### config.mk
export PLATFORM = sky130hd
export DESIGN_NAME = box_filter_3x3_mean
export DESIGN_NICKNAME = d
export VERILOG_FILES = /design/src/hdl/boxf3_pkg.sv /design/src/hdl/box_filter_3x3_mean.sv
export VERILOG_INCLUDE_DIRS = /design/src /design/src/hdl
export SDC_FILE = /design/constraint.sdc
export NUM_CORES = 1
export LEC_CHECK = 0
export BUFFER_PORTS_ARGS = -buffer_cell sky130_fd_sc_hd__buf_2
export CORE_ASPECT_RATIO = 2
export CORE_MARGIN = 8
export CORE_UTILIZATION = 40
export DETAILED_ROUTE_END_ITERATION = 8
export HOLD_SLACK_MARGIN = 0.02
export PLACE_DENSITY = 0.61
export SYNTH_ARGS = -nofsm -noshare
export SYNTH_HDL_FRONTEND = slang
export SYNTH_SLANG_ARGS = --single-unit
### constraint.sdc
create_clock -name clock -period 9.1 [get_ports clock]
set_input_delay 0 -clock clock [delete_from_list [all_inputs] [get_ports clock]]
set_output_delay 0 -clock clock [all_outputs]
set_load 0.01 [all_outputs]
### src/hdl/assert_macros.svh
// Assertion macros shared by the box filter RTL.
`ifndef ASSERT_MACROS_SVH
`define ASSERT_MACROS_SVH

`ifndef SYNTHESIS

`define BF_ASSERT(name, clk, rst, prop) \
   name: assert property (@(posedge clk) disable iff (rst) prop) \
      else $error("box filter assertion failed");

`define BF_ASSERT_NEVER(name, clk, rst, expr) \
   name: assert property (@(posedge clk) disable iff (rst) !(expr)) \
      else $error("box filter forbidden condition seen");

`else

`define BF_ASSERT(name, clk, rst, prop)

`define BF_ASSERT_NEVER(name, clk, rst, expr)

`endif

`endif

### src/hdl/boxf3_pkg.sv
// Constants and register codes of the 3x3 box filter.
package boxf3_pkg;

   localparam int DEFAULT_MAX_WIDTH  = 32;
   localparam int DEFAULT_PIXEL_BITS = 8;

   localparam int ROW_BITS        = 12;
   localparam int WIDTH_REG_BITS  = 6;
   localparam int HEIGHT_REG_BITS = 13;
   localparam int CSR_DATA_BITS   = 13;
   localparam int CSR_INDEX_BITS  = 2;
   localparam int MAX_HEIGHT      = 4096;

   localparam logic [WIDTH_REG_BITS-1:0]  RESET_WIDTH  = WIDTH_REG_BITS'(32);
   localparam logic [HEIGHT_REG_BITS-1:0] RESET_HEIGHT = HEIGHT_REG_BITS'(32);

   typedef enum logic [CSR_INDEX_BITS-1:0] {
      CSR_IMAGE_WIDTH  = 2'd0,
      CSR_IMAGE_HEIGHT = 2'd1
   } csr_index_type;

endpackage

### src/hdl/box_filter_3x3_mean.sv
// 3x3 mean filter over a raster pixel stream with a column-pair line store.
// A transfer is registered in s1, its window sum in s2 and its mean in the output register.
// Throughput: one pixel per cycle unless rsp_stall holds the output; the last pixel of each row
// after the first adds a tail step, and the frame's last adds a flush of every line store column.
// Reset (synchronous): counters to zero, width and height to 32; the line store is not cleared.
`include "assert_macros.svh"

module box_filter_3x3_mean
   import boxf3_pkg::*;
#(
   parameter int MAX_WIDTH  = DEFAULT_MAX_WIDTH,
   parameter int PIXEL_BITS = DEFAULT_PIXEL_BITS
) (
   input  logic                      clock,
   input  logic                      reset,
   input  logic                      csr_write_en,
   input  logic [CSR_INDEX_BITS-1:0] csr_index,
   input  logic [CSR_DATA_BITS-1:0]  csr_wdata,
   input  logic                      req_valid,
   output logic                      req_stall,
   input  logic [PIXEL_BITS-1:0]     req_pixel,
   output logic                      rsp_valid,
   input  logic                      rsp_stall,
   output logic [PIXEL_BITS-1:0]     rsp_filtered_pixel,
   output logic [ROW_BITS-1:0]       rsp_out_row,
   output logic [((MAX_WIDTH > 1) ? $clog2(MAX_WIDTH) : 1)-1:0] rsp_out_column,
   output logic                      rsp_last_of_run
);

   localparam int COL_BITS    = (MAX_WIDTH > 1) ? $clog2(MAX_WIDTH) : 1;
   localparam int LINE_BITS   = 2 * PIXEL_BITS;
   localparam int CS_BITS     = PIXEL_BITS + 2;
   localparam int SUM_BITS    = PIXEL_BITS + 4;
   localparam int SHIFT       = PIXEL_BITS + 8;
   localparam int RECIP_BITS  = PIXEL_BITS + 6;
   localparam int PROD_BITS   = SUM_BITS + RECIP_BITS;
   localparam logic [RECIP_BITS-1:0] RECIP = RECIP_BITS'(((1 << SHIFT) + 8) / 9);

   typedef enum logic [4:0] {
      ST_IDLE  = 5'b00001,
      ST_COL   = 5'b00010,
      ST_TAIL  = 5'b00100,
      ST_FLUSH = 5'b01000,
      ST_FTAIL = 5'b10000
   } state_type;

   function automatic logic [COL_BITS-1:0] width_last(input logic [WIDTH_REG_BITS-1:0] v);
      logic [COL_BITS-1:0] r;
      if (v == '0) begin
         r = '0;
      end else if (int'(v) > MAX_WIDTH) begin
         r = COL_BITS'(MAX_WIDTH - 1);
      end else begin
         r = COL_BITS'(v - 1'b1);
      end
      return r;
   endfunction

   function automatic logic [ROW_BITS-1:0] height_last(input logic [HEIGHT_REG_BITS-1:0] v);
      logic [ROW_BITS-1:0] r;
      if (v == '0) begin
         r = '0;
      end else if (int'(v) > MAX_HEIGHT) begin
         r = ROW_BITS'(MAX_HEIGHT - 1);
      end else begin
         r = ROW_BITS'(v - 1'b1);
      end
      return r;
   endfunction

   logic [LINE_BITS-1:0]  line_mem [MAX_WIDTH];

   state_type             state_ff, state_in;
   logic [COL_BITS-1:0]   w_last_ff;
   logic [ROW_BITS-1:0]   h_last_ff;
   logic [COL_BITS-1:0]   col_ff;
   logic [ROW_BITS-1:0]   row_ff;

   logic [PIXEL_BITS-1:0] s1_pixel_ff;
   logic [COL_BITS-1:0]   s1_col_ff;
   logic [ROW_BITS-1:0]   s1_row_ff;
   logic                  s1_eof_ff;

   logic [LINE_BITS-1:0]  rd_ff;
   logic                  fwd_hit_ff;
   logic [LINE_BITS-1:0]  fwd_data_ff;

   logic [CS_BITS-1:0]    win1_ff, win2_ff;

   logic [COL_BITS-1:0]   frd_col_ff, fd_col_ff;
   logic                  frd_done_ff, fd_valid_ff;

   logic                  s2_valid_ff;
   logic [SUM_BITS-1:0]   s2_sum_ff;
   logic [ROW_BITS-1:0]   s2_row_ff;
   logic [COL_BITS-1:0]   s2_col_ff;
   logic                  s2_last_ff;

   logic                  rsp_valid_ff;
   logic [PIXEL_BITS-1:0] rsp_pixel_ff;
   logic [ROW_BITS-1:0]   rsp_row_ff;
   logic [COL_BITS-1:0]   rsp_col_ff;
   logic                  rsp_last_ff;

   logic                  out_ready, s2_ready;
   logic                  accept_ok, accept;
   logic                  col_step, tail_step, write_en;
   logic                  flush_issue, flush_start, consume;
   logic [COL_BITS-1:0]   step_col, rd_addr;
   logic [CS_BITS-1:0]    step_cs, normal_cs, flush_cs, win2_term, cs_term;
   logic [LINE_BITS-1:0]  rd_sel;
   logic [PIXEL_BITS-1:0] rd_hi, rd_lo;
   logic                  s1_eol, row_ge1, row_ge2;
   logic                  emit_valid, emit_last;
   logic [SUM_BITS-1:0]   emit_sum;
   logic [ROW_BITS-1:0]   emit_row;
   logic [COL_BITS-1:0]   emit_col;
   logic [PROD_BITS-1:0]  prod;

   assign out_ready = !rsp_valid_ff || !rsp_stall;
   assign s2_ready  = !s2_valid_ff || out_ready;

   assign rd_sel  = fwd_hit_ff ? fwd_data_ff : rd_ff;
   assign rd_hi   = rd_sel[LINE_BITS-1 -: PIXEL_BITS];
   assign rd_lo   = rd_sel[PIXEL_BITS-1:0];
   assign s1_eol  = (s1_col_ff == w_last_ff);
   assign row_ge1 = (s1_row_ff != '0);
   assign row_ge2 = (s1_row_ff > ROW_BITS'(1));

   assign normal_cs = CS_BITS'(row_ge2 ? rd_hi : '0) + CS_BITS'(row_ge1 ? rd_lo : '0)
                    + CS_BITS'(s1_pixel_ff);
   assign flush_cs  = CS_BITS'(row_ge1 ? rd_hi : '0) + CS_BITS'(rd_lo);

   always_comb begin
      state_in    = state_ff;
      accept_ok   = 1'b0;
      col_step    = 1'b0;
      tail_step   = 1'b0;
      write_en    = 1'b0;
      flush_issue = 1'b0;
      flush_start = 1'b0;
      consume     = 1'b0;
      step_col    = s1_col_ff;
      step_cs     = normal_cs;
      emit_valid  = 1'b0;
      emit_last   = 1'b0;
      emit_row    = s1_row_ff;
      emit_col    = w_last_ff;
      unique case (state_ff)
         ST_IDLE: begin
            accept_ok = 1'b1;
         end
         ST_COL: begin
            if (s2_ready) begin
               col_step   = 1'b1;
               write_en   = 1'b1;
               emit_valid = row_ge1 && (s1_col_ff != '0);
               emit_col   = s1_col_ff - 1'b1;
               emit_row   = s1_row_ff - 1'b1;
               emit_last  = !s1_eol;
               if (row_ge1 && s1_eol) begin
                  state_in = ST_TAIL;
               end else if (s1_eof_ff) begin
                  state_in    = ST_FLUSH;
                  flush_start = 1'b1;
               end else begin
                  state_in  = ST_IDLE;
                  accept_ok = 1'b1;
               end
            end
         end
         ST_TAIL: begin
            if (s2_ready) begin
               tail_step  = 1'b1;
               emit_valid = 1'b1;
               emit_row   = s1_row_ff - 1'b1;
               emit_last  = !s1_eof_ff;
               if (s1_eof_ff) begin
                  state_in    = ST_FLUSH;
                  flush_start = 1'b1;
               end else begin
                  state_in  = ST_IDLE;
                  accept_ok = 1'b1;
               end
            end
         end
         ST_FLUSH: begin
            consume     = fd_valid_ff && s2_ready;
            flush_issue = !frd_done_ff && (!fd_valid_ff || consume);
            if (consume) begin
               col_step   = 1'b1;
               step_col   = fd_col_ff;
               step_cs    = flush_cs;
               emit_valid = (fd_col_ff != '0);
               emit_col   = fd_col_ff - 1'b1;
               if (fd_col_ff == w_last_ff) begin
                  state_in = ST_FTAIL;
               end
            end
         end
         ST_FTAIL: begin
            if (s2_ready) begin
               tail_step  = 1'b1;
               emit_valid = 1'b1;
               emit_last  = 1'b1;
               state_in   = ST_IDLE;
               accept_ok  = 1'b1;
            end
         end
         default: begin
            state_in = ST_IDLE;
         end
      endcase
      if (req_valid && accept_ok) begin
         state_in = ST_COL;
      end
   end

   assign accept    = req_valid && accept_ok;
   assign req_stall = !accept_ok;
   assign rd_addr   = flush_issue ? frd_col_ff : col_ff;

   assign win2_term = (tail_step ? (w_last_ff != '0) : (step_col > COL_BITS'(1)))
                      ? win2_ff : '0;
   assign cs_term   = tail_step ? '0 : step_cs;
   assign emit_sum  = SUM_BITS'(win2_term) + SUM_BITS'(win1_ff) + SUM_BITS'(cs_term)
                    + SUM_BITS'(4);

   // line store: each entry holds {row above, current row} of one column
   always_ff @(posedge clock) begin
      if (write_en) begin
         line_mem[s1_col_ff] <= {rd_lo, s1_pixel_ff};
      end
      if (accept || flush_issue) begin
         rd_ff <= line_mem[rd_addr];
      end
   end

   always_ff @(posedge clock) begin
      if (reset) begin
         state_ff    <= ST_IDLE;
         w_last_ff   <= width_last(RESET_WIDTH);
         h_last_ff   <= height_last(RESET_HEIGHT);
         col_ff      <= '0;
         row_ff      <= '0;
         fwd_hit_ff  <= 1'b0;
         frd_done_ff <= 1'b0;
         fd_valid_ff <= 1'b0;
         s2_valid_ff <= 1'b0;
         rsp_valid_ff <= 1'b0;
      end else begin
         state_ff <= state_in;

         if (csr_write_en && (csr_index == CSR_IMAGE_WIDTH)) begin
            w_last_ff <= width_last(csr_wdata[WIDTH_REG_BITS-1:0]);
            col_ff    <= '0;
            row_ff    <= '0;
         end else if (csr_write_en && (csr_index == CSR_IMAGE_HEIGHT)) begin
            h_last_ff <= height_last(csr_wdata[HEIGHT_REG_BITS-1:0]);
            col_ff    <= '0;
            row_ff    <= '0;
         end else if (accept) begin
            if (col_ff == w_last_ff) begin
               col_ff <= '0;
               row_ff <= (row_ff == h_last_ff) ? '0 : row_ff + 1'b1;
            end else begin
               col_ff <= col_ff + 1'b1;
            end
         end

         // forward the entry written this cycle to a transfer reading the same column
         if (accept) begin
            fwd_hit_ff <= write_en && (col_ff == s1_col_ff);
         end else if (flush_issue) begin
            fwd_hit_ff <= 1'b0;
         end

         if (flush_start) begin
            frd_done_ff <= 1'b0;
            fd_valid_ff <= 1'b0;
         end else if (flush_issue) begin
            frd_done_ff <= (frd_col_ff == w_last_ff);
            fd_valid_ff <= 1'b1;
         end else if (consume) begin
            fd_valid_ff <= 1'b0;
         end

         if (s2_ready) begin
            s2_valid_ff <= emit_valid;
         end
         if (out_ready) begin
            rsp_valid_ff <= s2_valid_ff;
         end
      end
   end

   always_ff @(posedge clock) begin
      if (accept) begin
         s1_pixel_ff <= req_pixel;
         s1_col_ff   <= col_ff;
         s1_row_ff   <= row_ff;
         s1_eof_ff   <= (col_ff == w_last_ff) && (row_ff == h_last_ff);
         fwd_data_ff <= {rd_lo, s1_pixel_ff};
      end
      if (flush_start) begin
         frd_col_ff <= '0;
      end else if (flush_issue) begin
         frd_col_ff <= frd_col_ff + 1'b1;
         fd_col_ff  <= frd_col_ff;
      end
      if (col_step) begin
         win2_ff <= win1_ff;
         win1_ff <= step_cs;
      end
      if (s2_ready && emit_valid) begin
         s2_sum_ff  <= emit_sum;
         s2_row_ff  <= emit_row;
         s2_col_ff  <= emit_col;
         s2_last_ff <= emit_last;
      end
      if (out_ready && s2_valid_ff) begin
         rsp_pixel_ff <= prod[SHIFT +: PIXEL_BITS];
         rsp_row_ff   <= s2_row_ff;
         rsp_col_ff   <= s2_col_ff;
         rsp_last_ff  <= s2_last_ff;
      end
   end

   // divide by nine through the reciprocal
   assign prod = PROD_BITS'(s2_sum_ff) * PROD_BITS'(RECIP);

   assign rsp_valid          = rsp_valid_ff;
   assign rsp_filtered_pixel = rsp_pixel_ff;
   assign rsp_out_row        = rsp_row_ff;
   assign rsp_out_column     = rsp_col_ff;
   assign rsp_last_of_run    = rsp_last_ff;

   `BF_ASSERT_NEVER(a_read_port_conflict, clock, reset, accept && flush_issue)
   `BF_ASSERT(a_flush_in_row, clock, reset, flush_issue |-> (frd_col_ff <= w_last_ff))
   `BF_ASSERT(a_eof_at_frame_end, clock, reset, ((state_ff == ST_COL) && s1_eof_ff) |-> ((s1_col_ff == w_last_ff) && (s1_row_ff == h_last_ff)))
   `BF_ASSERT(a_forward_after_write, clock, reset, fwd_hit_ff |-> $past(state_ff == ST_COL))

endmodule
After elaboration in Yosys (flattened, before gate mapping)

Memory sizes are Yosys's and may differ from the RTL's. A register that Yosys moved wholly into a read port is not among the register bits.
Cells that the tools add are included.

Logic and storage cells: 177
Output and inout port bits: 28
Flip-flop bits (word level): 172
Memories: 1
Input port bits: 28
Bits in writable memories: 512

Memories:

| name     | depth | width | rd ports | clocked after Yosys merged registers in | wr ports | RTL line                  | RTL |
|---|---|---|---|---|---|---|---|
| line_mem | 32    | 16    | 1        | 1                                       | 1        | box_filter_3x3_mean.sv:71 | `logic [LINE_BITS-1:0] line_mem [MAX_WIDTH];` |

Equality and inequality tests: 23
Multiplexer cells: 61
Add/subtract/negate cells: 14
Reduce and logical (&&, ||, !) cells: 42
$mul: 1
Bitwise operators: 3
Order comparisons: 4

Operator list:

| operator                 | count |
|---|---|
| $mux W5                  | 13 |
| $mux W12                 | 5 |
| $mux W10                 | 4 |
| $eq A5 B5 Y1             | 5 |
| $mux W1                  | 25 |
| $pmux W5 S5              | 1 |
| $mux W8                  | 3 |
| $sub A12 B1 Y12 const B  | 2 |
| $mul A12 B12 Y23 const B | 1 |
| $add A8 B8 Y9            | 2 |
| $mux W16                 | 1 |
| $ne A3 B3 Y1 const B     | 5 |
| $reduce_bool A5 Y1       | 3 |
| $sub A5 B1 Y5 const B    | 3 |
| $gt A13 B13 Y1 const B   | 1 |
| $logic_not A13 Y1        | 1 |
| $add A11 B10 Y12         | 1 |
| $add A12 B1 Y12 const B  | 1 |
| $add A12 B3 Y12 const B  | 1 |
| $eq A12 B12 Y1           | 1 |
| $gt A12 B1 Y1 const B    | 1 |
| $ne A2 B2 Y1 const B     | 6 |
| $reduce_and A6 Y1        | 2 |
| $reduce_bool A12 Y1      | 1 |
| 27 further kinds         | 59 |

Logic depth before layout (Yosys ltp)

Depth after elaboration: 12
Depth in mapped cells: 27

Worst setup path after synthesis

No wires, ideal clock.

Path type: register to register
Start point: register s1_row_ff[4]
End point: register s2_sum_ff[10] (data pin)
Stages on the path, launching flop included: 25
Library setup time: 0.265 ns
Clock period less this slack: 5.921 ns
Data required time: 8.835 ns
Path buffers: 1
Path slack: 3.179 ns
Arrival: 5.656 ns
Path through: edfxtp_1 or4_1 buf_2 nor4b_1 o21ai_0 nand2b_1 fa_1 inv_1 ha_1 inv_1 fa_1 nor2b_1 o21ai_0 a21boi_0 o21ai_0 nor3b_1 o21a_1 a211o_1 fa_1 inv_1 ha_1 ha_1 a21oi_1 o21ai_0 xor2_1

Word-level cells in the longest chain between the ends: 9
Elaborated cells between the ends (all ways): 13
Those cells by class: add/sub: 5; order compare: 1; mux: 6; reduce/logical: 1

RTL lines:

| item                                                 | RTL line                                               | RTL |
|---|---|---|
| start, declared                                      | box_filter_3x3_mean.sv:81                              | `logic [ROW_BITS-1:0] s1_row_ff;` |
| start signal, assigned                               | box_filter_3x3_mean.sv:301                             | `s1_row_ff <= row_ff;` |
| $gt A12 B1 Y1 or $reduce_bool A12 Y1 (tied branches) | box_filter_3x3_mean.sv:128, box_filter_3x3_mean.sv:127 |  |
| $mux W8                                              | box_filter_3x3_mean.sv:130                             | `assign normal_cs = CS_BITS'(row_ge2 ? rd_hi : '0) + CS_BITS'(row_ge1 ? rd_lo : '0)` |
| $add A8 B8 Y9                                        | box_filter_3x3_mean.sv:130                             |  |
| $add A9 B8 Y10                                       | box_filter_3x3_mean.sv:131                             | `+ CS_BITS'(s1_pixel_ff);` |
| $mux W10                                             | box_filter_3x3_mean.sv:190                             | `if (consume) begin` |
| $mux W10 *                                           | box_filter_3x3_mean.sv:149                             | `unique case (state_ff)` |
| $mux W10 *                                           | box_filter_3x3_mean.sv:225                             | `assign cs_term = tail_step ? '0 : step_cs;` |
| $add A11 B10 Y12 *                                   | box_filter_3x3_mean.sv:226                             | `assign emit_sum = SUM_BITS'(win2_term) + SUM_BITS'(win1_ff) + SUM_BITS'(cs_term)` |
| $add A12 B3 Y12 *                                    | box_filter_3x3_mean.sv:227                             | `+ SUM_BITS'(4);` |
| net emit_sum[10]                                     | box_filter_3x3_mean.sv:115                             | `logic [SUM_BITS-1:0] emit_sum;` |
| end signal, assigned                                 | box_filter_3x3_mean.sv:316                             | `s2_sum_ff <= emit_sum;` |
| end, declared                                        | box_filter_3x3_mean.sv:94                              | `logic [SUM_BITS-1:0] s2_sum_ff;` |

Mark *: on every way through the listed nets, which the timed path passes. The rest lies on a longest branch.
A chain may end at the register's enable or synchronous reset.

Worst setup path after layout

Ends and elaborated chain as after synthesis.

==> impl_metrics.tcl <==
set metrics [dict create \
    status "completed" \
    finalSetupTns_ns 0 \
    slowest_delay_ns 0.92 \
    post-route-period-util_pct 81.1 \
    synth.cell_area_mm2 0.0318 \
    powerDensity_mw_per_mm2 261 \
    die_area_mm2 0.0893 \
    slowest_stage "nor4b_1" \
    avgSynthCellArea_um2 13.0 \
    fill_cells 7027 \
    crit_type "flip-flop to flip-flop" \
    synth_flop_cell "edfxtp_1" \
    first_pass_iters 5 \
    crit_path_start_kind "flip-flop" \
    syn_nets 2638 \
    power_frac_seq_pct 41.9 \
    drtAntennaViolNets 0 \
    start_util_pct 40.3 \
    rsz0062_at_grt "false" \
    power.total_mw 9.30 \
    ys_warn_count 0 \
    cts_max_level 2 \
    wirelength_um 79100 \
    grt_remaining_overflow 0 \
    routabilityCongestion 0.870 \
    layout_min_cycle_time_ns 7.38 \
    p_int_mw 6.37 \
    slew-limit-headroom_pct 26.9 \
    ys_ff_latch 700 \
    syn_inst 2447 \
    cp_max_fo 6 \
    path_clk_slew_ns 0.07 \
    hold_path.class "input pin to flip-flop" \
    wl_per_cell_um 21.8 \
    arrival_ns 7.74 \
    switching_share_pct 31.5 \
    fp.dieW_um 215 \
    finalHoldViolCount 0 \
    tightest_slew_ns 1.09 \
    numCtsBuffers 56 \
    drtIter0Drc 1381 \
    synthArstFlopShare_pct 0 \
    power_frac_clock_pct 26.6 \
    route.detailed.drc 0 \
    finalMaxSlewViolations 0 \
    layout_common_cells "edfxtp_1, nand2_1, nand3_1, ha_1, inv_1" \
    portBuffers 55 \
    diodes 0 \
    post_cts_resized 0 \
    drive_above_1_share_pct 9.57 \
    setup_viol_count_final 0 \
    grt_max_degree 156 \
    tritoncts "yes" \
    crit_buf_inv 3 \
    ir_drop_mv 0.151 \
    crit_top_cell "o21ai_0" \
    io_pins 56 \
    clk_latency_ns 0.63 \
    worstPathCellList "or4_1 > nor4b_1 > o21ai_0 > nand2b_1 > fa_1 > inv_1 > ha_1 > inv_1 > fa_1 > nor2b_1 > o21ai_0 > a21boi_0 > o21ai_0 > nor3b_1 > o21a_1 > a211o_1 > fa_1 > inv_1 > ha_1 > ha_1 > a21oi_1 > o21ai_0 > xor2_1" \
    track_usage_pct 17.3 \
    first_global_vias 20800 \
    clk_path_buf_depth 3 \
    required_ns 9.46 \
    viasPerCell 5.48 \
    ys_types 73 \
    hpwl_um 52500 \
    endpoint_kind "flip-flop" \
    final_common_cell "edfxtp_1" \
    maxCapViolCount 0 \
    syn_to_final_growth_pct 12.1 \
    p_leak_nw 12.3 \
    die_h_um 415 \
    fmax_mhz 135 \
    clock_sinks 700 \
    cp_top_family "adder cells" \
    core_area_mm2 0.0789 \
    ys_seq_area_share_pct 64.6 \
    antenna_found_initial 0 \
    fin_skew_ns 0.0280 \
    cts_root_buf "clkbuf_16" \
    synth_edf_count 651 \
    final_nets 2737 \
    grt_first_pass_wirelength_um 121000 \
    rows 146 \
    p_switching_mw 2.93 \
    vias 19900 \
    comb_power_share_pct 31.4 \
]
through the flow:
step                      hold slack, ns  instances  util (%)  area [um2]  worst slack [ns]
after global routing              0.0664       3628      45.1       35600              1.27
final                             0.0851       3628      45.1       35600              1.72
after global placement             0.179       3482      42.3       33400              1.75
after CTS                         0.0587       3628      45.1       35600              1.56
after floorplan                   0.0989       2447         -       31800              3.18
after detailed placement           0.178       3482      42.3       33400              1.59
cells in the mapped netlist (7+ instances only):
cell,instances,area share [%]
edfxtp_1,651,61
nand2_1,460,5.4
nand3_1,149,2.3
ha_1,112,4.4
inv_1,108,1.3
nor2_1,93,1.1
mux2i_1,76,2.4
a31oi_1,70,1.4
clkbuf_1,66,0.78
a21oi_1,64,1.0
a32oi_1,64,1.8
xnor2_1,52,1.4
fa_1,51,3.2
dfxtp_1,49,3.1
xor2_1,48,1.3
o21ai_0,37,0.58
buf_2,36,0.57
nor3_1,27,0.42
nor4_2,13,0.51
nor4_1,12,0.24
mux2_2,11,0.39
nand4_1,11,0.22
nor2b_1,11,0.22
or4_1,11,0.26
or3_1,9,0.18
a211oi_1,8,0.19
a21o_1,8,0.19
and2_1,8,0.16
nand2b_1,8,0.16
nand3b_1,8,0.19
o21bai_1,8,0.19
o31ai_1,8,0.19
buf_4,7,0.17
worst paths after layout:
check / from / end / slack, ns / cells after the start
max reg2reg: s1_row_ff[4] / s2_sum_ff[10] / 1.72 / 23
min: req_pixel[3] / s1_pixel_ff[3] / 0.09 / 2
max: s1_row_ff[4] / s2_sum_ff[10] / 1.72 / 23
min reg2reg: s2_row_ff[6] / rsp_out_row[6] / 0.42 / 0
power groups by stage:
stage	logic (mW)	registers (mW)	clock network, mW
after floorplan	2.17	3.95	0
after global placement	2.78	3.97	0
after detailed placement	2.89	3.97	0
after CTS	2.95	3.90	2.53
after global routing	3.32	3.91	2.64
final	2.92	3.90	2.47
per-layer routing:
layer	vias to the layer above	wire, um	track usage, %
li1	9154	-	-
met3	198	2680	1.92
met4	0	3920	8.31
met1	10000	27200	17.0
met2	510	45200	34.9
met5	-	0	0
cell families (layout without fill, tap and decap cells):
logic type	count (synthesis)	after routing	synth area share (%)
flops	700	700	64.6
fa+ha+maj	165	165	7.68
simple gates	844	844	12.1
xor+xnor	100	100	2.75
mux	88	88	2.83
compound gates	323	323	7.02
buf+inv	227	372	3.02
area by class of cell:
type | instances | area (um2) | area share, %
Sequential cell | 700 | 20500 | 57.6
Tap cell | 1036 | 1300 | 3.64
Clock buffer | 68 | 1470 | 4.12
Timing Repair Buffer | 158 | 1180 | 3.31
Multi-Input combinational cell | 1520 | 10400 | 29.1
Inverter | 110 | 413 | 1.16
Clock inverter | 36 | 370 | 1.04
state kept, by name, indices dropped and copies added, names as in the netlist, 5 cells and up:
| signal | flops |
|---|---|
| s2_sum_ff | 12 |
| frd_col_ff | 5 |
| w_last_ff | 5 |
| col_ff | 5 |
| win2_ff | 10 |
| rsp_out_row | 12 |
| s1_pixel_ff | 8 |
| fwd_data_ff | 16 |
| rsp_out_column | 5 |
| s1_col_ff | 5 |
| s2_col_ff | 5 |
| state_ff | 5 |
| line_mem | 512 |
| s2_row_ff | 12 |
| s1_row_ff | 12 |
| h_last_ff | 12 |
| row_ff | 12 |
| fd_col_ff | 5 |
| rsp_filtered_pixel | 8 |
| win1_ff | 10 |
| rd_ff | 16 |
what timing repair did:
item                                   in CTS  in global routing
endpoints found under the hold margin      73                  0
buffers inserted                            0                  0
hold buffers                               42                  0
worst register-to-register path, cell delays in order (launching register included):
cell and delay (ns):
edfxtp_1 0.45, or4_1 0.70, nor4b_1 0.92, o21ai_0 0.57
nand2b_1 0.24, fa_1 0.43, inv_1 0.07, ha_1 0.17
inv_1 0.07, fa_1 0.46, nor2b_1 0.14, o21ai_0 0.10
a21boi_0 0.28, o21ai_0 0.15, nor3b_1 0.16, o21a_1 0.19
a211o_1 0.30, fa_1 0.51, inv_1 0.04, ha_1 0.27
ha_1 0.34, a21oi_1 0.23, o21ai_0 0.17, xor2_1 0.17
(Power assumes the default switching activity.)
